<file path="config.mk">
export PLATFORM = sky130hd
export DESIGN_NAME = bop_ctrl
export DESIGN_NICKNAME = d
export VERILOG_FILES = /design/src/rtl/bop_pkg.sv /design/src/rtl/bop_ctrl.sv
export SDC_FILE = /design/constraint.sdc
export NUM_CORES = 1
export LEC_CHECK = 0
export BUFFER_PORTS_ARGS = -buffer_cell sky130_fd_sc_hd__buf_2
export CAP_MARGIN = 10
export CORE_ASPECT_RATIO = 0.9
export CORE_MARGIN = 3
export CORE_UTILIZATION = 61
export CTS_CLUSTER_SIZE = 28
export DETAILED_ROUTE_END_ITERATION = 8
export PLACE_DENSITY = 0.82
export SYNTH_ARGS = -nofsm -noshare
export SYNTH_HDL_FRONTEND = slang
export SYNTH_SLANG_ARGS = --single-unit
export TNS_END_PERCENT = 20
</file>
<file path="constraint.sdc">
create_clock -name clk -period 3.4 [get_ports clk]
set_clock_uncertainty 0.05 [all_clocks]
set_input_delay 0.68 -clock clk [delete_from_list [all_inputs] [get_ports clk]]
set_output_delay 0.68 -clock clk [all_outputs]
set_load 0.02 [all_outputs]
</file>
<file path="src/rtl/bop_pkg.sv">
package bop_pkg;

	localparam int unsigned PRICE_W = 32;
	localparam int unsigned STEPS_W = 9;
	localparam int unsigned CFG_IDX_W = 3;

	localparam logic [CFG_IDX_W-1:0] REG_UP_FACTOR   = 3'd0;
	localparam logic [CFG_IDX_W-1:0] REG_DOWN_FACTOR = 3'd1;
	localparam logic [CFG_IDX_W-1:0] REG_PROB_UP     = 3'd2;
	localparam logic [CFG_IDX_W-1:0] REG_DISCOUNT    = 3'd3;
	localparam logic [CFG_IDX_W-1:0] REG_NUM_STEPS   = 3'd4;

	localparam logic [31:0] ONE_Q31 = 32'h8000_0000;
	localparam logic [31:0] ONE_Q30 = 32'h4000_0000;

	typedef struct packed {
		logic [PRICE_W-1:0] asset_price;
		logic [PRICE_W-1:0] strike_price;
		logic               american;
	} in_t;

	typedef struct packed {
		logic [PRICE_W-1:0] option_value;
		logic               saturated;
	} out_t;

	// datapath operations issued by the sequencer, one per cycle
	typedef enum logic [4:0] {
		DP_IDLE,
		DP_LOAD,     // capture request, A[0] = spot, clear saturation flag
		DP_F_RD,     // read A[addr]
		DP_F_MUL_U,  // prod = a_rd * u
		DP_F_MUL_D,  // prod = a_rd * d
		DP_F_WR,     // A[addr] = scale(prod)
		DP_P_RD,     // read A[addr]
		DP_P_WR,     // V[addr] = payoff(a_rd)
		DP_B_RD1,    // read A[addr], V[addr] (upper child)
		DP_B_RD2,    // read V[addr] (lower child); prod = p * Vup
		DP_B_M1,     // mix = prod; prod = q * Vdown
		DP_B_M2,     // c = round31(mix + prod)
		DP_B_M3,     // prod = c * disc
		DP_B_M4,     // v = round31(prod); prod = Aup * d
		DP_B_WR,     // write node value (and node asset when American)
		DP_R_RD,     // read V[0]
		DP_OUT       // load result register
	} dp_op_t;

	// (s * f + 2^29) >> 30 with saturation; bit 32 flags saturation
	function automatic logic [32:0] scale_price(input logic [63:0] prod);
		logic [64:0] r;
		r = {1'b0, prod} + 65'(ONE_Q30 >> 1);
		if (r[64:62] != 3'd0) begin
			scale_price = {1'b1, 32'hFFFF_FFFF};
		end else begin
			scale_price = {1'b0, r[61:30]};
		end
	endfunction

	function automatic logic [31:0] call_payoff(input logic [31:0] s, input logic [31:0] k);
		call_payoff = (s > k) ? (s - k) : 32'd0;
	endfunction

endpackage

</file>
<file path="src/rtl/bop_ctrl.sv">
module bop_ctrl #(
	parameter int unsigned MAX_STEPS = 256,
	parameter int unsigned AW = 9
) (
	input  logic                          clk,
	input  logic                          arst_n,
	input  logic                          in_valid,
	output logic                          in_ready,
	output logic                          out_valid,
	input  logic                          out_ready,
	input  logic [bop_pkg::STEPS_W-1:0]   num_steps,
	output bop_pkg::dp_op_t               op,
	output logic [AW-1:0]                 addr
);

	typedef enum logic [3:0] {
		S_IDLE, S_F_RD, S_F_MUL, S_F_WR, S_P_RD, S_P_WR,
		S_B_RD1, S_B_RD2, S_B_M1, S_B_M2, S_B_M3, S_B_M4, S_B_WR,
		S_R_RD, S_R_OUT
	} state_t;

	state_t      state_q;
	logic [AW-1:0] n_q;
	logic [AW-1:0] j_q;
	logic [AW-1:0] nmax;
	logic        out_valid_q;
	logic        out_free;

	assign out_free  = !out_valid_q || out_ready;
	assign in_ready  = (state_q == S_IDLE);
	assign out_valid = out_valid_q;

	always_comb begin
		if (32'(num_steps) > 32'(MAX_STEPS)) begin
			nmax = AW'(MAX_STEPS);
		end else begin
			nmax = AW'(num_steps);
		end
	end

	always_comb begin
		op   = bop_pkg::DP_IDLE;
		addr = j_q;
		unique case (state_q)
			S_IDLE: begin
				addr = '0;
				if (in_valid) op = bop_pkg::DP_LOAD;
			end
			S_F_RD: begin
				op   = bop_pkg::DP_F_RD;
				addr = (j_q == '0) ? '0 : j_q - AW'(1);
			end
			S_F_MUL: op = (j_q == '0) ? bop_pkg::DP_F_MUL_D : bop_pkg::DP_F_MUL_U;
			S_F_WR:  op = bop_pkg::DP_F_WR;
			S_P_RD:  op = bop_pkg::DP_P_RD;
			S_P_WR:  op = bop_pkg::DP_P_WR;
			S_B_RD1: begin
				op   = bop_pkg::DP_B_RD1;
				addr = j_q + AW'(1);
			end
			S_B_RD2: op = bop_pkg::DP_B_RD2;
			S_B_M1:  op = bop_pkg::DP_B_M1;
			S_B_M2:  op = bop_pkg::DP_B_M2;
			S_B_M3:  op = bop_pkg::DP_B_M3;
			S_B_M4:  op = bop_pkg::DP_B_M4;
			S_B_WR:  op = bop_pkg::DP_B_WR;
			S_R_RD: begin
				op   = bop_pkg::DP_R_RD;
				addr = '0;
			end
			S_R_OUT: begin
				addr = '0;
				if (out_free) op = bop_pkg::DP_OUT;
			end
			default: op = bop_pkg::DP_IDLE;
		endcase
	end

	always_ff @(posedge clk or negedge arst_n) begin
		if (!arst_n) begin
			state_q     <= S_IDLE;
			n_q         <= '0;
			j_q         <= '0;
			out_valid_q <= 1'b0;
		end else begin
			if (state_q == S_R_OUT && out_free) begin
				out_valid_q <= 1'b1;
			end else if (out_ready) begin
				out_valid_q <= 1'b0;
			end
			unique case (state_q)
				S_IDLE: begin
					if (in_valid) begin
						if (nmax == '0) begin
							j_q     <= '0;
							state_q <= S_P_RD;
						end else begin
							n_q     <= AW'(1);
							j_q     <= AW'(1);
							state_q <= S_F_RD;
						end
					end
				end
				S_F_RD:  state_q <= S_F_MUL;
				S_F_MUL: state_q <= S_F_WR;
				S_F_WR: begin
					if (j_q != '0) begin
						j_q     <= j_q - AW'(1);
						state_q <= S_F_RD;
					end else if (n_q != nmax) begin
						n_q     <= n_q + AW'(1);
						j_q     <= n_q + AW'(1);
						state_q <= S_F_RD;
					end else begin
						j_q     <= '0;
						state_q <= S_P_RD;
					end
				end
				S_P_RD: state_q <= S_P_WR;
				S_P_WR: begin
					if (j_q != nmax) begin
						j_q     <= j_q + AW'(1);
						state_q <= S_P_RD;
					end else if (nmax == '0) begin
						state_q <= S_R_RD;
					end else begin
						n_q     <= nmax;
						j_q     <= '0;
						state_q <= S_B_RD1;
					end
				end
				S_B_RD1: state_q <= S_B_RD2;
				S_B_RD2: state_q <= S_B_M1;
				S_B_M1:  state_q <= S_B_M2;
				S_B_M2:  state_q <= S_B_M3;
				S_B_M3:  state_q <= S_B_M4;
				S_B_M4:  state_q <= S_B_WR;
				S_B_WR: begin
					if (j_q != n_q - AW'(1)) begin
						j_q     <= j_q + AW'(1);
						state_q <= S_B_RD1;
					end else if (n_q != AW'(1)) begin
						n_q     <= n_q - AW'(1);
						j_q     <= '0;
						state_q <= S_B_RD1;
					end else begin
						state_q <= S_R_RD;
					end
				end
				S_R_RD: state_q <= S_R_OUT;
				S_R_OUT: begin
					if (out_free) begin
						state_q <= S_IDLE;
					end
				end
				default: state_q <= S_IDLE;
			endcase
		end
	end

endmodule

</file>
After elaboration in Yosys (flattened, before gate mapping)
Cells that the tools add are included.

Bits of input ports: 13. Logic and storage cells: 88. Flip-flop bits (word level): 23. Output and inout bits: 16.

Reductions and logical operators: 13. Multiplexer cells: 37. Add/sub/neg operators: 4. Equality and inequality tests: 29. Order comparisons: 1.

Operators with widths (count): 9-bit 2-to-1 mux (17); 5-bit case mux with 15 select lines (1); 9-bit case mux with 4 select lines (2); 4-bit case mux with 15 select lines (1); 4-bit equality test (second input constant) (7); 9-bit != test (3); 9-bit case mux with 3 select lines (1); 4-bit 2-to-1 mux (6); 9-bit by 1-bit adder with 9-bit output (second input constant) (2); 9-bit logical NOT (2); 2-bit != test (second input constant) (9); 9-bit by 1-bit subtractor with 9-bit output (second input constant) (2); 4-bit by 3-bit equality test with 1-bit output (second input constant) (4); 3-bit 2-to-1 mux (4); 9-bit > comparator (second input constant) (1); 9-bit by 1-bit != test with 1-bit output (second input constant) (1); 9-bit AND reduction (1); 9-bit nonzero test (1); 4-bit by 2-bit equality test with 1-bit output (second input constant) (2); 3-bit != test (second input constant) (2); 5-bit 2-to-1 mux (1); 4-bit by 1-bit equality test with 1-bit output (second input constant) (1); 4-bit logical NOT (1); 1-bit 2-to-1 mux (4); other kinds (8) (8).

Depth between registers and ports, before layout
Depth in word-level cells: 6. Depth in mapped cells: 11. Depth with buffers taken out: 9.

Worst setup path after synthesis
OpenSTA, ideal clock, no wires.

Path type: register -> register. Start: reg n_q[0]. End: reg n_q[0]. Setup time: 131 ps. Arrival time: 2919 ps. Stages on the path, launching flop included: 12. Period minus slack after synthesis: 3099 ps. Slack: 301 ps. Path buffers: 2. Data required time: 3219 ps. Cell sequence: dfrtp_1 -> clkbuf_1 -> inv_1 -> ha_1 -> or3b_1 -> or3_4 -> a2111oi_4 -> o221a_2 -> o22ai_2 -> clkbuf_1 -> o21ai_0 -> o31ai_2.

Cells in the longest elaborated chain, start to end: 4. Elaborated cells between the ends (all ways): 14. Classes of those cells: 2 x add/sub; 6 x eq/ne; 5 x mux; 1 x reduce/logical.

Ends and longest elaborated chain: start: declaration (RTL line bop_ctrl.sv:23) `logic [AW-1:0] n_q;`; start signal: assignment (RTL line bop_ctrl.sv:111) `n_q <= n_q + AW'(1);`; start signal: assignment (RTL line bop_ctrl.sv:127) `n_q <= nmax;`; start signal: assignment (RTL line bop_ctrl.sv:143) `n_q <= n_q - AW'(1);`; 9-bit by 1-bit subtractor with 9-bit output or 9-bit by 1-bit adder with 9-bit output (tied branches) (RTL line bop_ctrl.sv:139, bop_ctrl.sv:143, bop_ctrl.sv:111); 9-bit != test (tied with other cells) (RTL line bop_ctrl.sv:139) `if (j_q != n_q - AW'(1)) begin`; 2-bit != test (no line) (tied with other cells); 9-bit AND reduction (no line) or 9-bit case mux with 4 select lines (tied branches).

Several ways; a longest one is shown, not always the timed one. The select of a mux whose other input is x is not followed. A chain may end at the register's enable or synchronous reset.

Worst setup path in the final report
Same ends and word-level chain as after synthesis.

==> results.cfg <==
[route]
drt-initial-drc-count = 508
wirelength_um = 10300
drtAntennaViolNets = 0
num_vias = 3638
post_drt_wl_per_cell_um = 20.0
avgViaCountPerCell = 7.11
dr.pass1.iters = 8
drcViolationCount = 0

[pwr]
clkPwrFrac = 0.057
p_seq_frac = 0.183
p_comb_frac = 0.760
p_total_uw = 3250
p_sw_frac = 0.569
switchingPower_uw = 1850
ir_drop_v = 0.000571
intPower_uw = 1400
power_density_nw_per_um2 = 978
p_leak_uw = 0.00139

[die]
dieArea_um2 = 5940
die_h_um = 73.4
core-area_um2 = 4660
initial_utilization = 0.660
rows = 23
pin_count = 29
die_w_um = 80.9

[synthesis]
ys_warn_count = 0
synth_edf_count = 0
synth.top_cell.area_share = 0.187
yosysTopAreaCell = dfrtp_1
synthTopCellsByArea = dfrtp_1, xnor2_1, nand2_1, nor2_1, o21ai_0
netlist_area_um2 = 3080
synth_top_flop_cell = dfrtp_1
synth_most_common_cell = nand2_1
avgSynthCellArea_um2 = 7.01
ys_seq_area_frac = 0.187
synth_nets = 457
ys_seq_elements = 23
yosys-top-cells-count = nand2_1, nor2_1, clkbuf_1, o21ai_0, a21oi_1
synth_cell_types = 64
netlist_instances = 439
async_flop_share = 1.00

[critical_path]
endpoint_kind = flip-flop
critPathKind = flip-flop to flip-flop
crit_path_start_kind = flip-flop
path_max_fanout = 11
required_ps = 3540
cp.arrival_ps = 3330

[clocking]
cts_made_buffers = 3
cts_root_buf = clkbuf_8
cts_tree = done
cts_hold_buf = 0
postCtsSetupBuffers = 0
clk_path_buf_depth = 2
cts_resized = 0
clk-insertion-delay-late_ps = 280
cts_max_level = 1
cts_sinks = 23
path_clk_slew_ps = 90

[global_route]
track_usage = 0.358
first_global_vias = 3177
antenna_found_initial = 0
grt_pass1_wl_um = 16400
grt_max_degree = 24
grt_overflow_total = 0

[timing]
worstMarginPinSlew_ps = 660
hold_viol = 0
maxSlewViolCount = 0
fmaxAchievable_mhz = 313
setup_viol = 0
post-route-period-util = 0.939
rsz0062_at_grt = false
tns_ps = 0
worst_slew_margin_rel = 0.559
min_period_ps = 3190

[layout]
drive_gt1_frac = 0.147
fin_nets = 469
area_delta_synth_final_pct = 8.09
stdcell_count = 512
fin_util = 0.714
final_area_um2 = 3330
diodes = 0

[placement]
portBuffers = 28
gp_congestion = 1.00
hpwl_um = 7520
dp.cells = 508
postPlaceCellArea_um2 = 3280

[run_status]
status = completed

[flow_run]
max_cap_viol_count = 0

[min_path]
worstHoldPathType = input port to asynchronous set/reset pin
## power groups by stage
stage | clock network [uW] | logic [uW] | registers [uW]
floorplan | 0 | 1890 | 443
global placement | 0 | 2360 | 586
detailed placement | 0 | 2390 | 591
CTS | 187 | 2400 | 585
global route | 195 | 2670 | 613
finish | 186 | 2470 | 596
## stage by stage
stage / setup WS [ps] / hold WS, ps
detailed placement: 210 / 496
CTS: 246 / 352
global route: 34.1 / 374
floorplan: 301 / 334
finish: 208 / 334
global placement: 274 / 488
## layout by cell type (no fill, tap or decap), drive strengths merged, types with 6 or more instances in the layout
cell type   n
a21oi      26
a221oi      8
a22oi      10
and3        9
buf        50
dfrtp      23
inv        13
nand2      44
nand3      18
nor2       43
nor2b       8
nor3       18
o21ai      35
o22ai       6
o31ai       8
xnor2      22
xor2       14
## final cells by class
cell class              count  area (um^2)
clock buffers               4         45.0
well taps                  62         77.6
fillers                   424         1340
repair buffers             50          305
flip-flops and latches     23          576
multi-input cells         360         2270
inverters                  13         48.8
## logic make-up (layout without fill, tap and decap cells)
logic type                 Yosys count  count (layout)  share of synthesized area
muxes                                3               3                     0.0102
buffers and inverters               56              67                     0.0740
and+or+nand+nor                    184             184                      0.306
xor gates and xnor gates            36              36                      0.102
DFF                                 23              23                      0.187
AOI/OAI and AO/OA                  132             132                      0.300
adders and majority gates            5               5                     0.0203
## registers in the layout (all words and copies together), names as in the netlist
signal	flops
n_q	9
state_q	4
out_valid	1
j_q	9
## worst max-delay path, cell delays in order, from the launching register on
cell and delay [ps]:
dfrtp_1 400, inv_1 80, ha_1 250, or3b_1 460, or3_4 430, a2111oi_4 370, o221a_2 290, o22ai_2 160
or2_1 400, o31ai_2 220
## routing by layer
| metal | up-vias | track usage | routed length (um) |
|---|---|---|---|
| met3 | 33 | 0.0821 | 1520 |
| met5 | - | 0 | 0 |
| met1 | 1679 | 0.535 | 4200 |
| met2 | 292 | 0.513 | 4350 |
| met4 | 0 | 0.0957 | 183 |
| li1 | 1634 | - | - |
## path summary, 6_finish.rpt
kind / startpoint / to / slack [ps] / cells after the start
worst max register to register: n_q[0]$_DFFE_PN0P_ / n_q[0]$_DFFE_PN0P_ / 210 / 9
max in group asynchronous: arst_n / n_q[3]$_DFFE_PN0P_ / 2590 / 1
worst min register to register: out_valid$_DFFE_PN0P_ / out_valid$_DFFE_PN0P_ / 520 / 2
min in group clk: out_valid$_DFFE_PN0P_ / out_valid$_DFFE_PN0P_ / 520 / 2
worst max-delay path: n_q[0]$_DFFE_PN0P_ / n_q[0]$_DFFE_PN0P_ / 210 / 9
worst min-delay path: arst_n / j_q[4]$_DFFE_PN0P_ / 330 / 1
Note: power is estimated with default switching activity, not from simulation.
